$ cat config.mk
export PLATFORM = sky130hd
export DESIGN_NAME = header_line_unfolder_core_flat
export DESIGN_NICKNAME = d
export VERILOG_FILES = /design/src/hw/rtl/hlu_pkg.sv /design/src/hw/rtl/hlu_if.sv /design/src/hw/rtl/hlu_scan.sv /design/src/hw/rtl/hlu_emit.sv /design/src/hw/rtl/header_line_unfolder_core.sv /design/src/flat_wrapper.sv
export VERILOG_INCLUDE_DIRS = /design/src /design/src/hw/rtl
export SDC_FILE = /design/constraint.sdc
export NUM_CORES = 1
export LEC_CHECK = 0
export BUFFER_PORTS_ARGS = -buffer_cell sky130_fd_sc_hd__buf_2
export CORE_ASPECT_RATIO = 1.5
export CORE_UTILIZATION = 53
export DETAILED_ROUTE_END_ITERATION = 8
export GPL_ROUTABILITY_DRIVEN = 0
export PLACE_DENSITY = 0.87
export SETUP_SLACK_MARGIN = 0.2
export SLEW_MARGIN = 20
export SYNTH_ARGS = -nofsm -noshare
export SYNTH_HDL_FRONTEND = slang
export SYNTH_HIERARCHICAL = 1
export SYNTH_SLANG_ARGS = --single-unit
$ cat constraint.sdc
create_clock -name clock -period 2.18 [get_ports clock]
set_input_delay 0.327 -clock clock [delete_from_list [all_inputs] [get_ports clock]]
set_output_delay 0.327 -clock clock [all_outputs]
set_load 0.1 [all_outputs]
$ cat src/hw/rtl/header_line_unfolder_core_macros.svh
// ---------------------------------------------------------------------------
// Header line unfolder assertion macros
// Concurrent assertion wrappers used by the unfolder top level.
// ---------------------------------------------------------------------------
`ifndef HEADER_LINE_UNFOLDER_CORE_MACROS_SVH
`define HEADER_LINE_UNFOLDER_CORE_MACROS_SVH

`ifndef SYNTH
// Same-cycle implication, checked at every rising clock edge outside reset.
`define HLU_ASSERT_IMPL(label, clk, rst, ante, cons) \
   label: assert property (@(posedge clk) disable iff (rst) (ante) |-> (cons)) \
      else $error("HLU assertion failed");
// Next-cycle implication, checked at every rising clock edge outside reset.
`define HLU_ASSERT_NEXT(label, clk, rst, ante, cons) \
   label: assert property (@(posedge clk) disable iff (rst) (ante) |=> (cons)) \
      else $error("HLU assertion failed");
`else
`define HLU_ASSERT_IMPL(label, clk, rst, ante, cons)
`define HLU_ASSERT_NEXT(label, clk, rst, ante, cons)
`endif

`endif

$ cat src/hw/rtl/hlu_pkg.sv
// ---------------------------------------------------------------------------
// Header line unfolder package
// Character codes, scan modes and the result group passed between stages.
// ---------------------------------------------------------------------------
`default_nettype none

package hlu_pkg;

   localparam logic [7:0] CHAR_CR = 8'h0D;
   localparam logic [7:0] CHAR_LF = 8'h0A;
   localparam logic [7:0] CHAR_SP = 8'h20;
   localparam logic [7:0] CHAR_HT = 8'h09;

   localparam int unsigned MAX_RESULTS = 3;

   typedef enum logic [4:0] {
      MODE_TEXT = 5'b00001,
      MODE_CR   = 5'b00010,
      MODE_CRLF = 5'b00100,
      MODE_SKIP = 5'b01000,
      MODE_PASS = 5'b10000
   } scan_mode_type;

   // Up to three results caused by one request. A count of zero means the
   // request produced nothing; a bare end marker has count one, has_byte zero.
   typedef struct packed {
      logic [MAX_RESULTS-1:0][7:0] bytes;
      logic [1:0]                  count;
      logic                        has_byte;
      logic                        body_end;
   } hlu_group_type;

endpackage

`default_nettype wire

$ cat src/hw/rtl/hlu_if.sv
// ---------------------------------------------------------------------------
// Header line unfolder channels
// Valid/ready interfaces for the byte request and the result channels.
// ---------------------------------------------------------------------------
`default_nettype none

interface hlu_req_if;
   logic       valid;
   logic       ready;
   logic [7:0] data_byte;
   logic       end_of_body;

   modport source (output valid, output data_byte, output end_of_body, input ready);
   modport sink   (input valid, input data_byte, input end_of_body, output ready);
endinterface

interface hlu_rsp_if;
   logic       valid;
   logic       ready;
   logic [7:0] out_byte;
   logic       has_byte;
   logic       last_of_run;
   logic       body_done;

   modport source (output valid, output out_byte, output has_byte,
                   output last_of_run, output body_done, input ready);
   modport sink   (input valid, input out_byte, input has_byte,
                   input last_of_run, input body_done, output ready);
endinterface

`default_nettype wire

$ cat src/hw/rtl/hlu_scan.sv
// ---------------------------------------------------------------------------
// Header line unfolder scan stage
// Input register, scan mode register and the per-byte expansion logic.
// ---------------------------------------------------------------------------
`default_nettype none

module hlu_scan (
   input  wire logic                  clock,
   input  wire logic                  reset,
   input  wire logic                  req_valid,
   output logic                       req_ready,
   input  wire logic [7:0]            req_data_byte,
   input  wire logic                  req_end_of_body,
   output logic                       grp_valid,
   input  wire logic                  grp_ready,
   output hlu_pkg::hlu_group_type     grp
);
   import hlu_pkg::*;

   logic          in_valid_ff;
   logic          in_valid_in;
   logic [7:0]    in_byte_ff;
   logic          in_last_ff;
   scan_mode_type mode_ff;
   scan_mode_type mode_in;
   scan_mode_type mode_nx;
   logic          advance;
   logic          is_lwsp;
   logic [MAX_RESULTS-1:0][7:0] bytes;
   logic [1:0]    cnt;

   assign advance   = in_valid_ff && grp_ready;
   assign req_ready = !in_valid_ff || grp_ready;
   assign grp_valid = in_valid_ff;
   assign is_lwsp   = (in_byte_ff == CHAR_SP) || (in_byte_ff == CHAR_HT);

   always_comb begin
      if (req_valid && req_ready) begin
         in_valid_in = 1'b1;
      end else if (advance) begin
         in_valid_in = 1'b0;
      end else begin
         in_valid_in = in_valid_ff;
      end
   end

   always_comb begin
      bytes   = '0;
      cnt     = 2'd0;
      mode_nx = mode_ff;
      unique case (mode_ff)
         MODE_CR: begin
            if (in_byte_ff == CHAR_LF) begin
               mode_nx = MODE_CRLF;
            end else if (in_byte_ff == CHAR_CR) begin
               // The earlier CR is plain text; the new one is held.
               bytes[0] = CHAR_CR;
               cnt      = 2'd1;
            end else begin
               bytes[0] = CHAR_CR;
               bytes[1] = in_byte_ff;
               cnt      = 2'd2;
               mode_nx  = MODE_TEXT;
            end
         end
         MODE_CRLF: begin
            if (is_lwsp) begin
               bytes[0] = CHAR_SP;
               cnt      = 2'd1;
               mode_nx  = MODE_SKIP;
            end else begin
               bytes[0] = CHAR_CR;
               bytes[1] = CHAR_LF;
               bytes[2] = in_byte_ff;
               cnt      = 2'd3;
               mode_nx  = MODE_PASS;
            end
         end
         MODE_PASS: begin
            bytes[0] = in_byte_ff;
            cnt      = 2'd1;
         end
         MODE_SKIP: begin
            if (is_lwsp) begin
               cnt = 2'd0;
            end else if (in_byte_ff == CHAR_CR) begin
               mode_nx = MODE_CR;
            end else begin
               bytes[0] = in_byte_ff;
               cnt      = 2'd1;
               mode_nx  = MODE_TEXT;
            end
         end
         default: begin
            if (in_byte_ff == CHAR_CR) begin
               mode_nx = MODE_CR;
            end else begin
               bytes[0] = in_byte_ff;
               cnt      = 2'd1;
               mode_nx  = MODE_TEXT;
            end
         end
      endcase

      // At the end of the body a held CR or CR LF is flushed. A held CR follows
      // at most one byte, and a held CR LF follows none.
      if (in_last_ff) begin
         if (mode_nx == MODE_CR) begin
            if (cnt == 2'd0) begin
               bytes[0] = CHAR_CR;
               cnt      = 2'd1;
            end else begin
               bytes[1] = CHAR_CR;
               cnt      = 2'd2;
            end
         end else if (mode_nx == MODE_CRLF) begin
            bytes[0] = CHAR_CR;
            bytes[1] = CHAR_LF;
            cnt      = 2'd2;
         end
         mode_nx = MODE_TEXT;
      end

      grp.has_byte = (cnt != 2'd0);
      grp.body_end = in_last_ff;
      grp.bytes    = bytes;
      // A body that ends on a dropped byte still gets a bare end marker.
      grp.count    = (in_last_ff && (cnt == 2'd0)) ? 2'd1 : cnt;
      mode_in      = advance ? mode_nx : mode_ff;
   end

   always_ff @(posedge clock) begin
      if (reset) begin
         in_valid_ff <= 1'b0;
         mode_ff     <= MODE_TEXT;
      end else begin
         in_valid_ff <= in_valid_in;
         mode_ff     <= mode_in;
      end
   end

   always_ff @(posedge clock) begin
      if (req_valid && req_ready) begin
         in_byte_ff <= req_data_byte;
         in_last_ff <= req_end_of_body;
      end
   end

endmodule

`default_nettype wire

$ cat src/hw/rtl/hlu_emit.sv
// ---------------------------------------------------------------------------
// Header line unfolder result stage
// Holds the results of one request and sends them one per cycle while the receiver is ready.
// ---------------------------------------------------------------------------
`default_nettype none

module hlu_emit (
   input  wire logic                  clock,
   input  wire logic                  reset,
   input  wire logic                  grp_valid,
   output logic                       grp_ready,
   input  wire hlu_pkg::hlu_group_type grp,
   output logic                       rsp_valid,
   input  wire logic                  rsp_ready,
   output logic [7:0]                 rsp_out_byte,
   output logic                       rsp_has_byte,
   output logic                       rsp_last_of_run,
   output logic                       rsp_body_done
);
   import hlu_pkg::*;

   logic [1:0]                  cnt_ff;
   logic [1:0]                  cnt_in;
   logic [MAX_RESULTS-1:0][7:0] bytes_ff;
   logic [MAX_RESULTS-1:0][7:0] bytes_in;
   logic                        has_ff;
   logic                        end_ff;
   logic                        load;
   logic                        take;

   assign take      = rsp_valid && rsp_ready;
   // A new group may enter as the final result of the current one leaves.
   assign grp_ready = (cnt_ff == 2'd0) || ((cnt_ff == 2'd1) && rsp_ready);
   assign load      = grp_valid && grp_ready;

   assign rsp_valid       = (cnt_ff != 2'd0);
   assign rsp_out_byte    = bytes_ff[0];
   assign rsp_has_byte    = has_ff;
   assign rsp_last_of_run = (cnt_ff == 2'd1);
   assign rsp_body_done   = (cnt_ff == 2'd1) && end_ff;

   always_comb begin
      if (load) begin
         cnt_in   = grp.count;
         bytes_in = grp.bytes;
      end else if (take) begin
         cnt_in   = cnt_ff - 2'd1;
         bytes_in = {8'h00, bytes_ff[MAX_RESULTS-1:1]};
      end else begin
         cnt_in   = cnt_ff;
         bytes_in = bytes_ff;
      end
   end

   always_ff @(posedge clock) begin
      if (reset) begin
         cnt_ff <= 2'd0;
      end else begin
         cnt_ff <= cnt_in;
      end
   end

   always_ff @(posedge clock) begin
      bytes_ff <= bytes_in;
      if (load) begin
         has_ff <= grp.has_byte;
         end_ff <= grp.body_end;
      end
   end

endmodule

`default_nettype wire

$ cat src/hw/rtl/header_line_unfolder_core.sv
// ---------------------------------------------------------------------------
// Header line unfolder
// Unfolds a header field body arriving one byte per request.
// ---------------------------------------------------------------------------
// The req channel carries one body byte per request with end_of_body on the
// last byte. Each CR LF followed by spaces or tabs becomes one space and the
// whitespace run is dropped; after the first unfolded-free CR LF the rest of
// the body passes unchanged. A held CR or CR LF is flushed at end of body.
// The rsp channel returns zero to three results per request; last_of_run
// marks the final result of a request and body_done the final one of a body.
// A body ending on a dropped byte yields a bare marker with has_byte low.
// Path from request acceptance to its first result: input register, then
// result register. Throughput: one request per cycle while each request yields
// at most one result and the receiver is ready; a request with two or three
// results holds the result register while they leave in turn through the single
// result port. Silent requests produce nothing.
// When the receiver stalls, results hold in the result register and one more
// request waits in the input register before req ready drops.
// Synchronous reset empties both registers and returns to normal text mode.
// ---------------------------------------------------------------------------
`default_nettype none

`include "header_line_unfolder_core_macros.svh"

module header_line_unfolder_core (
   input  wire logic clock,
   input  wire logic reset,
   hlu_req_if.sink   req_chan,
   hlu_rsp_if.source rsp_chan
);
   import hlu_pkg::*;

   logic          grp_valid;
   logic          grp_ready;
   hlu_group_type grp;

   hlu_scan u_scan (
      .clock           (clock),
      .reset           (reset),
      .req_valid       (req_chan.valid),
      .req_ready       (req_chan.ready),
      .req_data_byte   (req_chan.data_byte),
      .req_end_of_body (req_chan.end_of_body),
      .grp_valid       (grp_valid),
      .grp_ready       (grp_ready),
      .grp             (grp)
   );

   hlu_emit u_emit (
      .clock           (clock),
      .reset           (reset),
      .grp_valid       (grp_valid),
      .grp_ready       (grp_ready),
      .grp             (grp),
      .rsp_valid       (rsp_chan.valid),
      .rsp_ready       (rsp_chan.ready),
      .rsp_out_byte    (rsp_chan.out_byte),
      .rsp_has_byte    (rsp_chan.has_byte),
      .rsp_last_of_run (rsp_chan.last_of_run),
      .rsp_body_done   (rsp_chan.body_done)
   );

   // The end of a body is always the end of a request's results.
   `HLU_ASSERT_IMPL(a_done_is_last, clock, reset,
                    rsp_chan.valid && rsp_chan.body_done, rsp_chan.last_of_run)
   // A result without a byte only ever closes a body.
   `HLU_ASSERT_IMPL(a_bare_marker_ends_body, clock, reset,
                    rsp_chan.valid && !rsp_chan.has_byte, rsp_chan.body_done)
   // Results of one request continue until the last of them is taken.
   `HLU_ASSERT_NEXT(a_run_continues, clock, reset,
                    rsp_chan.valid && rsp_chan.ready && !rsp_chan.last_of_run,
                    rsp_chan.valid)

endmodule

`default_nettype wire

$ cat src/flat_wrapper.sv
// flat-port wrapper written by rule: the top's interface ports become plain ports
module header_line_unfolder_core_flat import hlu_pkg::*;
  (clock, reset, req_chan_valid, req_chan_data_byte, req_chan_end_of_body, req_chan_ready, rsp_chan_valid, rsp_chan_out_byte, rsp_chan_has_byte, rsp_chan_last_of_run, rsp_chan_body_done, rsp_chan_ready);
  hlu_req_if req_chan_i ();
  hlu_rsp_if rsp_chan_i ();
  input  wire logic clock;
  input  wire logic reset;
  input wire logic [$bits(req_chan_i.valid)-1:0] req_chan_valid;
  input wire logic [$bits(req_chan_i.data_byte)-1:0] req_chan_data_byte;
  input wire logic [$bits(req_chan_i.end_of_body)-1:0] req_chan_end_of_body;
  output wire logic [$bits(req_chan_i.ready)-1:0] req_chan_ready;
  output wire logic [$bits(rsp_chan_i.valid)-1:0] rsp_chan_valid;
  output wire logic [$bits(rsp_chan_i.out_byte)-1:0] rsp_chan_out_byte;
  output wire logic [$bits(rsp_chan_i.has_byte)-1:0] rsp_chan_has_byte;
  output wire logic [$bits(rsp_chan_i.last_of_run)-1:0] rsp_chan_last_of_run;
  output wire logic [$bits(rsp_chan_i.body_done)-1:0] rsp_chan_body_done;
  input wire logic [$bits(rsp_chan_i.ready)-1:0] rsp_chan_ready;
  assign req_chan_i.valid = req_chan_valid;
  assign req_chan_i.data_byte = req_chan_data_byte;
  assign req_chan_i.end_of_body = req_chan_end_of_body;
  assign req_chan_ready = req_chan_i.ready;
  assign rsp_chan_valid = rsp_chan_i.valid;
  assign rsp_chan_out_byte = rsp_chan_i.out_byte;
  assign rsp_chan_has_byte = rsp_chan_i.has_byte;
  assign rsp_chan_last_of_run = rsp_chan_i.last_of_run;
  assign rsp_chan_body_done = rsp_chan_i.body_done;
  assign rsp_chan_i.ready = rsp_chan_ready;
  header_line_unfolder_core u_core (.clock(clock), .reset(reset), .req_chan(req_chan_i), .rsp_chan(rsp_chan_i));
endmodule
==> results of run 1 <==
[report_power, final]
part,internal (W),switching (W),leakage (nW),total (W)
clock network,0.000224,0.000271,0.0412,0.000495
logic,0.000375,0.000997,0.800,0.00137
registers,0.00113,0.0000600,0.403,0.00119
total,0.00173,0.00133,1.24,0.00306
[cells in the final DEF, fill, tap and decap left out, types with 4 or more instances in the layout]
master / instances
edfxtp_1: 35
dfxtp_1: 8
and2_1: 15
buf_4: 29
inv_1: 7
a21oi_1: 6
nand3b_1: 4
clkbuf_8: 5
nand3_1: 9
nand2_1: 13
nor2_1: 7
buf_2: 24
buf_6: 8
and3_2: 6
mux2_2: 17
[layout make-up]
cell class / instances / area (sq um) / share of cell area [%]
tap: 48 / 60.1 / 1.92
timing repair buffer: 63 / 468 / 14.9
multi-input combinational: 151 / 1270 / 40.7
clock buffer: 6 / 72.6 / 2.32
clock inverter: 2 / 12.5 / 0.399
sequential: 43 / 1210 / 38.7
inverter: 9 / 33.8 / 1.08
[metrics by stage]
stage          utilization, %  setup slack, ns  TNS, ns  cells  power, W
6_report                 69.6           -0.265    -1.31    322   0.00306
5_1_grt                  69.6           -0.340    -2.27    322   0.00317
4_1_cts                  66.0           -0.115   -0.727    315   0.00301
3_5_place_dp             61.2           -0.207   -0.449    301   0.00249
3_3_place_gp             61.2           -0.185   -0.192    301   0.00246
2_1_floorplan               -          -0.0352  -0.0352    219   0.00231
[cells by family after synthesis]
group / synth area share, %
buffers and inverters: 6.10
adders and majority gates: 1.02
and+or+nand+nor: 23.5
DFF: 49.2
AOI/OAI and AO/OA: 12.0
muxes: 8.19
[state kept, by name, indices dropped and copies added, names as in the netlist]
register,flops
u_core/u_emit/rsp_has_byte,1
u_core/u_scan/in_byte_ff,8
u_core/u_scan/mode_ff,5
u_core/u_emit/rsp_out_byte,8
u_core/u_emit/cnt_ff,2
u_core/u_emit/bytes_ff,16
u_core/u_scan/grp_valid,1
u_core/u_emit/end_ff,1
u_core/u_scan/in_last_ff,1
[timing repair]
item	4_1_cts	5_1_grt
pin swaps	10	14
setup buffers	6	7
hold endpoints to repair	0	0
resized for setup	21	23
endpoints found under the setup margin	20	21
[layer usage]
layer / routed length [microns] / vias to the layer above / GRT usage (%)
li1: - / 915 / -
met1: 2230 / 948 / 25.8
met2: 3260 / 96 / 41.6
met3: 269 / 45 / 5.18
met4: 416 / 0 / 14.2
met5: 0 / - / 0
[worst min-delay path by stage]
stage	cells past startpoint	start	endpoint
2_1_floorplan	1	reset	u_core/u_scan/grp_valid$_SDFFE_PP0P_
3_3_place_gp	1	req_chan_end_of_body	u_core/u_scan/in_last_ff$_DFFE_PP_
3_5_place_dp	1	req_chan_data_byte[1]	u_core/u_scan/in_byte_ff[1]$_DFFE_PP_
4_1_cts	1	req_chan_end_of_body	u_core/u_scan/in_last_ff$_DFFE_PP_
5_1_grt	1	req_chan_end_of_body	u_core/u_scan/in_last_ff$_DFFE_PP_
6_report	1	req_chan_end_of_body	u_core/u_scan/in_last_ff$_DFFE_PP_
==> metrics.md, run 1 <==
| Metric | Value |
|---|---|
| Area share of the largest cell type after synthesis | between 40% and 50% |
| GRT overflow | 0 |
| CTS tree | yes |
| PnR worst setup slack | -0.265 ns |
| Via density per instance | ~6.2 |
| Sum of buffers and inverters on the critical path | 0 |
| Mean Syn Cell Area | 11.2 sq um |
| I/O Pins | 26 |
| CTS Buf Count | 5 |
| CTS root buf | clkbuf_8 |
| DRC errors left | 1 |
| Pins Over Slew Limit | 0 |
| Vias in the first global route | 1,842 |
| Final ANT Viol Nets | 0 |
| Synth top cells by count | edfxtp_1 (35), and2_1 (18), mux2_2 (17), nand2_1 (17), nor2_1 (10) |
| Hold Buf Count CTS | 0 |
| Clock tree buffer depth | 2 |
| Relative slew slack | 61.3% |
| Dominant synthesized flop cell | edfxtp_1 |
| Die X | 57.6 microns |
| First drt pass iteration count | 6 |
| Clock skew | 0.0147 ns |
| Global-route wire length before repair | 8.77 mm |
| Cell family with most CP delay | compound AO/OA/AOI/OAI gates |
| Die H | 85.4 microns |
| Critical Path Sink | u_core/u_emit/cnt_ff[0]$_SDFFE_PP0P_ |
| Critical-path top delay cell | or3b_4 |
| Leak Pwr | 1.24 nW |
| Worst Path Max Fanout | 5 |
| Max cap viols | 0 |
| Post-synth EDFFs | 35 |
| Clk pin slew, worst setup/hold paths | 0.07 ns |
| Critical path required time | 2.35 ns |
| Mapped Nets | around 230 |
| Maximum VDD drop | 826 uV |
| Synth area leaders | edfxtp_1 (43%), mux2_2 (7.8%), dfxtp_1 (6.5%), and2_1 (4.6%), buf_4 (2.7%) |
| Reg2reg end | u_core/u_emit/cnt_ff[0]$_SDFFE_PP0P_ |
| Initial antenna violation count | 0 |
| Initial core utilization | 54.6% |
| Die ar. | just under 5000 sq um |
| Outcome | finished with violations |
| Layout cells sized above 1 | about half |
| Cell accounting for the most synthesized area | edfxtp_1 |
| Setup CP Type | reg -> reg |
| Final min period | approximately 2.4 ns |
| Core Area | between 4000 and 5000 sq um |
| Total wire length | 6.17 mm |
| CP max stage delay | 0.43 ns |
| Worst Max-Slew Pin Slew | about 0.57 ns |
| Global-route usage over all layers | 23.9% |
| Seq/Total Area, Yosys | between 40 and 50% |
| Synth Register Bits | 43 |
| Failing checks | DRC, setup timing |
| Unrepaired setup endpoints after global routing | yes |
| WL/cell | 19.2 microns |
| Synthesized area | 2460 sq um |
| Final Hold Fails | 0 |
| CP startpoint kind | flip-flop |
| H-tree depth | 2 |
| DR iter-0 viols | 81 |
| Largest net degree at the start of global routing | 25 |
| Reg-to-Reg Start | u_core/u_scan/in_byte_ff[0]$_DFFE_PP_ |
| Type of the worst min-delay path | in -> reg |
| Area growth, synth to finish | 27.4% |
| Most frequent cell after synthesis | edfxtp_1 |
| Stages on worst setup path | 7 |
| Setup crit start | u_core/u_scan/in_byte_ff[0]$_DFFE_PP_ |
| Final Setup Violations | 13 |
| Critical path data arrival time | around 2.6 ns |
| Nets | about 290 |
| Total number of vias | 2,004 |
| FF-to-FF path depth | 7 |
| # clock sinks | 43 |
| Fillers | between 300 and 400 |
| Synth cell types | 50 |
| # rows | 30 |
| Power per cell area | 977 nW/um^2 |
| Insertion delay to the later sink of the worst-skew pair | 0.31 ns |
| Reg-to-reg slack, setup | -0.27 ns |
| Fin area | approximately 3100 sq um |
| Fmax | around 400 MHz |
| Crit end category | flip-flop |
| Detailed Place HPWL | between 3 and 4 mm |
| Critical-path cell list | or3b_4 -> a211oi_4 -> a211oi_2 -> a211oi_2 -> o21ai_2 -> o311ai_2 -> o311ai_2 |
| Placed Area | 2760 sq um |
| Hold_ws | 0.197 ns |
| IO buf count | 25 |
| Yosys warns | 6 |
| Antenna fix cells | 0 |
| FFs w/ async S/R, synth | 0% |
| Cells after Synth | 219 |
| Final Cycle Share | 112% |
No activity file was read; power rests on OpenSTA's default activity.
==> run 2: changes to the inputs <==
--- a/config.mk
+++ b/config.mk
@@ -7,11 +7,13 @@
 export NUM_CORES = 1
 export LEC_CHECK = 0
 export BUFFER_PORTS_ARGS = -buffer_cell sky130_fd_sc_hd__buf_2
+export CELL_PAD_IN_SITES_DETAIL_PLACEMENT = 1
+export CELL_PAD_IN_SITES_GLOBAL_PLACEMENT = 2
 export CORE_ASPECT_RATIO = 1.5
-export CORE_UTILIZATION = 53
+export CORE_UTILIZATION = 35
 export DETAILED_ROUTE_END_ITERATION = 8
 export GPL_ROUTABILITY_DRIVEN = 0
-export PLACE_DENSITY = 0.87
+export PLACE_DENSITY = 0.86
 export SETUP_SLACK_MARGIN = 0.2
 export SLEW_MARGIN = 20
 export SYNTH_ARGS = -nofsm -noshare
==> run 2 against run 1 <==
Compared with the run above:
- critical path type unchanged
- largest cell class unchanged
- sequential power barely moved
- critical endpoint unchanged
- worst setup slack improved by 0.19 ns
- final cell count rose by 8.7%
- the flow finishes with violations (setup timing)
- die area rose by 50%
- register-to-register slack improved by 0.19 ns
- first-iteration DRC count fell by 12%
- power rose by 2.0%
- sequential cell count did not move
- highest routed layer unchanged
- maximum frequency rose by 8.3%
==> metrics.md, run 2 (synthesis gave the netlist of run 1 again) <==
| Metric | Value |
|---|---|
| Vias in the first global route | 1,978 |
| Total number of vias | 1,918 |
| Pins Over Slew Limit | 0 |
| Worst Max-Slew Pin Slew | 0.476 ns |
| Core Area | 6810 sq um |
| Antenna fix cells | 0 |
| FF-to-FF path depth | 8 |
| Final Setup Violations | 4 |
| Final ANT Viol Nets | 0 |
| CTS tree | yes |
| GRT overflow | 0 |
| Layout cells sized above 1 | 48.9% |
| WL/cell | 17.8 microns |
| Global-route usage over all layers | 17.1% |
| # rows | 37 |
| Die H | about 100 microns |
| PnR worst setup slack | -0.0783 ns |
| Worst Path Max Fanout | 4 |
| # clock sinks | 43 |
| Area growth, synth to finish | 27.2% |
| Outcome | finished with violations |
| Initial antenna violation count | 0 |
| Power per cell area | ~1000 nW/um^2 |
| Relative slew slack | 67.9% |
| I/O Pins | 26 |
| Fillers | between 700 and 800 |
| Total power | 0.00312 W |
| Final min period | 2.26 ns |
| Total wire length | 6.21 mm |
| Initial core utilization | 36.1% |
| CP startpoint kind | flip-flop |
| Clock skew | 0.00882 ns |
| Insertion delay to the later sink of the worst-skew pair | about 0.30 ns |
| First drt pass iteration count | 4 |
| IO buf count | 25 |
| Reg-to-Reg Start | u_core/u_scan/in_byte_ff[0]$_DFFE_PP_ |
| Die X | 70.5 microns |
| Fmax | ~440 MHz |
| Final Cycle Share | 104% |
| Maximum VDD drop | about 450 uV |
| Hold Path Sink | u_core/u_scan/in_last_ff$_DFFE_PP_ |
| Detailed Place HPWL | 4.46 mm |
| Unrepaired setup endpoints after global routing | yes |
| Hold_sp | req_chan_end_of_body |
| DR iter-0 viols | 71 |
| Critical path data arrival time | 2.47 ns |
| Most common cell after layout, fill and taps aside | edfxtp_1 |
| Max cap viols | 0 |
| Hold depth | 1 |
| Reg2reg end | u_core/u_emit/cnt_ff[0]$_SDFFE_PP0P_ |
| Max FFs per register | 16 |
| Failing checks | setup timing |
| Global-route wire length before repair | 9.83 mm |
| Final Hold Fails | 0 |
| Clock tree buffer depth | 2 |
| Setup CP Type | reg -> reg |
| H-tree depth | 2 |
| Via density per instance | 5.48 |
| Clk pin slew, worst setup/hold paths | 0.09 ns |
| Die ar. | 7370 sq um |
| Critical path required time | 2.39 ns |
| CTS Buf Count | 5 |
| Reg-to-reg slack, setup | -0.08 ns |
| Leak Pwr | 1.26 nW |
| Nets | 286 |
| Reg with most FFs | u_core/u_emit/bytes_ff |
| Most frequent cells in the layout | edfxtp_1 (35), buf_4 (31), buf_2 (24), nand2_1 (16), and2_1 (14) |
| CTS root buf | clkbuf_8 |
| Type of the worst min-delay path | in -> reg |
| Largest net degree at the start of global routing | 25 |
| Post-Layout Cell Count | 350 |
| Cell total after placement | 336 |
| DRC errors left | 0 |
| Crit end category | flip-flop |
| Fin util | 46.0% |
## run 2: cell types whose count changed in the layout (fill, tap and decap cells not counted), moves of 3 or more
cell	delta
mux2_2	-7
mux2_4	+7
buf_6	-4
nand2_1	+3
nand2_2	-3
## run 2: repair_timing
item                       CTS  global route
setup endpoints to repair   23            26
resized for setup           29            17
hold buffers                 0             0
pin swaps                   14            13
setup buffers                2             4
hold endpoints to repair     0             0
## run 2: per-stage QoR
step	worst slack, ns	area (sq um)	hold slack, ns	TNS, ns
floorplan	-0.0352	2490	0.396	-0.0352
global placement	-0.0764	2830	0.504	-0.494
detailed placement	-0.123	2830	0.506	-0.781
CTS	-0.0824	3030	0.192	-0.174
global route	-0.175	3130	0.189	-0.747
finish	-0.0783	3130	0.193	-0.209
## run 2: critical path, cell delays in order, from the launching register on
cell and delay (ns):
edfxtp_1 0.42, or3b_4 0.43, a211oi_4 0.35, nand2b_4 0.21, a311oi_2 0.09, o21ai_1 0.12, nand2_1 0.06, or4_1 0.41
o311ai_1 0.08
## run 2: layout make-up
type	instances	area, sq um	area share, %
multi-input cells	151	1260	40.4
flip-flops and latches	43	1220	38.9
repair buffers	61	433	13.8
well taps	78	97.6	3.12
clock buffers	6	72.6	2.32
inverters	9	33.8	1.08
clock inverters	2	12.5	0.400
## run 2: power breakdown
group / total [W] / internal [W] / switching [W]
combinational: 0.00139 / 0.000400 / 0.000995
sequential: 0.00121 / 0.00114 / 0.0000668
clock: 0.000519 / 0.000224 / 0.000295
total: 0.00312 / 0.00176 / 0.00136
## run 2: worst max path at each step
stage | slack, ns | end | start | depth (start not counted)
after floorplan | -0.04 | u_core/u_emit/cnt_ff[0]$_SDFFE_PP0P_ | u_core/u_scan/in_byte_ff[0]$_DFFE_PP_ | 9
after global placement | -0.08 | u_core/u_emit/rsp_out_byte[0]$_DFFE_PP_ | u_core/u_scan/in_byte_ff[4]$_DFFE_PP_ | 6
after detailed placement | -0.12 | u_core/u_emit/cnt_ff[0]$_SDFFE_PP0P_ | u_core/u_scan/in_byte_ff[5]$_DFFE_PP_ | 7
after CTS | -0.08 | u_core/u_emit/cnt_ff[0]$_SDFFE_PP0P_ | u_core/u_scan/in_byte_ff[4]$_DFFE_PP_ | 7
after global routing | -0.17 | u_core/u_emit/cnt_ff[0]$_SDFFE_PP0P_ | u_core/u_scan/in_byte_ff[5]$_DFFE_PP_ | 8
final | -0.08 | u_core/u_emit/cnt_ff[0]$_SDFFE_PP0P_ | u_core/u_scan/in_byte_ff[0]$_DFFE_PP_ | 8
## run 2: layer usage
layer  share of wire (%)  vias to the layer above  track usage, %  wire (microns)
met3                 2.3                       10            2.51             144
met4                 1.9                        0            6.57             116
met5                   0                        -               0               0
met2                  55                       32            31.9            3400
met1                  41                      971            19.1            2550
li1                    -                      905               -               -
==> run 3: changes to the inputs <==
--- a/config.mk
+++ b/config.mk
@@ -10,11 +10,11 @@
 export CELL_PAD_IN_SITES_DETAIL_PLACEMENT = 1
 export CELL_PAD_IN_SITES_GLOBAL_PLACEMENT = 2
 export CORE_ASPECT_RATIO = 1.5
+export CORE_MARGIN = 2
 export CORE_UTILIZATION = 35
 export DETAILED_ROUTE_END_ITERATION = 8
 export GPL_ROUTABILITY_DRIVEN = 0
 export PLACE_DENSITY = 0.86
-export SETUP_SLACK_MARGIN = 0.2
 export SLEW_MARGIN = 20
 export SYNTH_ARGS = -nofsm -noshare
 export SYNTH_HDL_FRONTEND = slang
==> run 3 against run 2 <==
Compared with the run above:
- die area is 4.8% higher
- the flow still finishes with violations (setup timing)
- final cell count is 1.4% lower
- via count is 5.5% lower
==> metrics.md, run 3 (synthesis gave the netlist of run 1 again) <==
| Metric | Value |
|---|---|
| Outcome | finished with violations |
| Failing checks | setup timing |
| Hold depth | 1 |
| Unrepaired setup endpoints after global routing | yes |
| Via density per instance | 5.26 |
| Fillers | 765 |
| First drt pass iteration count | 4 |
| Initial antenna violation count | 0 |
| Post-Layout Cell Count | 345 |
| Pins Over Slew Limit | 0 |
| Nets | around 280 |
| Worst Path Max Fanout | 5 |
| Hold_ws | 0.193 ns |
| Clock tree buffer depth | 2 |
| Global-route usage over all layers | 16.0% |
| Clk pin slew, worst setup/hold paths | 0.08 ns |
| Final ANT Viol Nets | 0 |
| Total number of vias | 1,813 |
| Core Area | 6850 sq um |
| I/O Pins | 26 |
| Reg with most FFs | u_core/u_emit/bytes_ff |
| Power per cell area | 1010 nW/um^2 |
| Reg-to-reg slack, setup | -0.07 ns |
| Antenna fix cells | 0 |
| Final Setup Violations | 5 |
| Reg-to-Reg Start | u_core/u_scan/in_byte_ff[0]$_DFFE_PP_ |
| Global-route wire length before repair | 9.36 mm |
| Final Hold Fails | 0 |
| Die ar. | a little under 8000 sq um |
| Die H | about 110 microns |
| Largest net degree at the start of global routing | 29 |
| Final min period | 2.25 ns |
| Max FFs per register | 16 |
| Final Cycle Share | 103% |
| Layout cells sized above 1 | 43.8% |
| Relative slew slack | 67.5% |
| Area of the multi-input gates | 1200 sq um |
| Insertion delay to the later sink of the worst-skew pair | 0.30 ns |
| Leak Pwr | roughly 1.2 nW |
| Hold_sp | req_chan_end_of_body |
| Total wire length | 5.67 mm |
| Detailed Place HPWL | approximately 4.4 mm |
| WL/cell | 16.4 microns |
| Vias in the first global route | between 1,500 and 2,000 |
| # rows | 37 |
| Register area | 1210 sq um |
| Initial core utilization | 35.9% |
| Die X | about 72 microns |
| Worst Max-Slew Pin Slew | 0.491 ns |
| CTS Buf Count | 5 |
| Crit end category | flip-flop |
| Most common cell after layout, fill and taps aside | edfxtp_1 |
| IO buf count | 25 |
| GRT overflow | 0 |
| Fmax | 445 MHz |
| Hold Path Sink | u_core/u_scan/in_last_ff$_DFFE_PP_ |
| CTS root buf | clkbuf_8 |
| FF-to-FF path depth | 8 |
| Type of the worst min-delay path | in -> reg |
| Clock skew | 0.00644 ns |
| Critical path data arrival time | 2.47 ns |
| H-tree depth | 2 |
| Setup CP Type | reg -> reg |
| Max cap viols | 0 |
| CTS tree | yes |
| CP startpoint kind | flip-flop |
| Critical path required time | 2.40 ns |
| Most frequent cells in the layout | edfxtp_1 (35), buf_4 (31), buf_2 (24), and2_1 (17), nand2_1 (16) |
| Reg2reg end | u_core/u_emit/cnt_ff[0]$_SDFFE_PP0P_ |
| Fin util | between 40% and 50% |
| Cell total after placement | ~340 |
| DRC errors left | 0 |
| # clock sinks | 43 |
| PnR worst setup slack | -0.0687 ns |
| DR iter-0 viols | 54 |
| Setup_tns | -0.195 ns |
| Maximum VDD drop | 418 uV |
| Area growth, synth to finish | 22.0% |
-- run 3: changes by cell type in the layout (fill, tap and decap cells not counted), moves of 3 or more --
cell,before,now
mux2_4,7,2
and3_2,5,8
and2_1,14,17
buf_6,4,0
and3_4,3,0
mux2_2,10,15
-- run 3: layout make-up --
| type | instances | share of cell area (%) |
|---|---|---|
| clock inverters | 2 | 0.417 |
| well taps | 78 | 3.25 |
| multi-input cells | 151 | 40.0 |
| clock buffers | 6 | 2.42 |
| inverters | 9 | 1.13 |
| flip-flops and latches | 43 | 40.4 |
| repair buffers | 56 | 12.4 |
-- run 3: per-stage QoR --
step / worst slack, ns / instance area [sq um] / total power, W
2_1_floorplan: -0.0352 / 2490 / 0.00231
3_3_place_gp: -0.0476 / 2830 / 0.00248
3_5_place_dp: -0.133 / 2830 / 0.00250
4_1_cts: -0.0807 / 2950 / 0.00302
5_1_grt: -0.151 / 3000 / 0.00317
6_report: -0.0687 / 3000 / 0.00303
-- run 3: worst max-delay path, stage by stage, from the launching register on --
cell	delay, ns
edfxtp_1	0.39
or3b_4	0.44
a211oi_4	0.36
nand2b_4	0.21
a311oi_2	0.10
o21ai_2	0.10
nand2_1	0.08
or4_4	0.42
o311ai_2	0.07
-- run 3: power by group --
| part | total (W) | internal (W) | switching [W] | leakage (nW) |
|---|---|---|---|---|
| Clock | 0.000503 | 0.000224 | 0.000279 | 0.0412 |
| Combinational | 0.00133 | 0.000350 | 0.000977 | 0.738 |
| Sequential | 0.00120 | 0.00113 | 0.0000621 | 0.403 |
| Total | 0.00303 | 0.00171 | 0.00132 | 1.18 |
-- run 3: worst max path at each step --
| stage | end | startpoint | cells past startpoint |
|---|---|---|---|
| final | u_core/u_emit/cnt_ff[0]$_SDFFE_PP0P_ | u_core/u_scan/in_byte_ff[0]$_DFFE_PP_ | 8 |
| after floorplan | u_core/u_emit/cnt_ff[0]$_SDFFE_PP0P_ | u_core/u_scan/in_byte_ff[0]$_DFFE_PP_ | 9 |
| after CTS | u_core/u_emit/cnt_ff[0]$_SDFFE_PP0P_ | u_core/u_scan/in_byte_ff[6]$_DFFE_PP_ | 8 |
| after global placement | u_core/u_emit/cnt_ff[0]$_SDFFE_PP0P_ | u_core/u_scan/in_byte_ff[3]$_DFFE_PP_ | 7 |
| after global routing | req_chan_ready | u_core/u_emit/cnt_ff[0]$_SDFFE_PP0P_ | 6 |
| after detailed placement | u_core/u_emit/rsp_out_byte[0]$_DFFE_PP_ | u_core/u_scan/in_byte_ff[4]$_DFFE_PP_ | 6 |
-- run 3: metal layers --
metal	routed length (microns)	track usage, %	up-vias
li1	-	-	896
met1	2240	17.6	879
met2	3130	29.0	27
met3	140	3.01	11
met4	162	7.54	0
met5	0	0	-
-- run 3: timing repair --
item	CTS	global route
hold buffers	0	0
endpoints found under the setup margin	9	15
cloned	0	0
gates resized for setup	4	12
buffers inserted	1	0
pin swaps	7	9
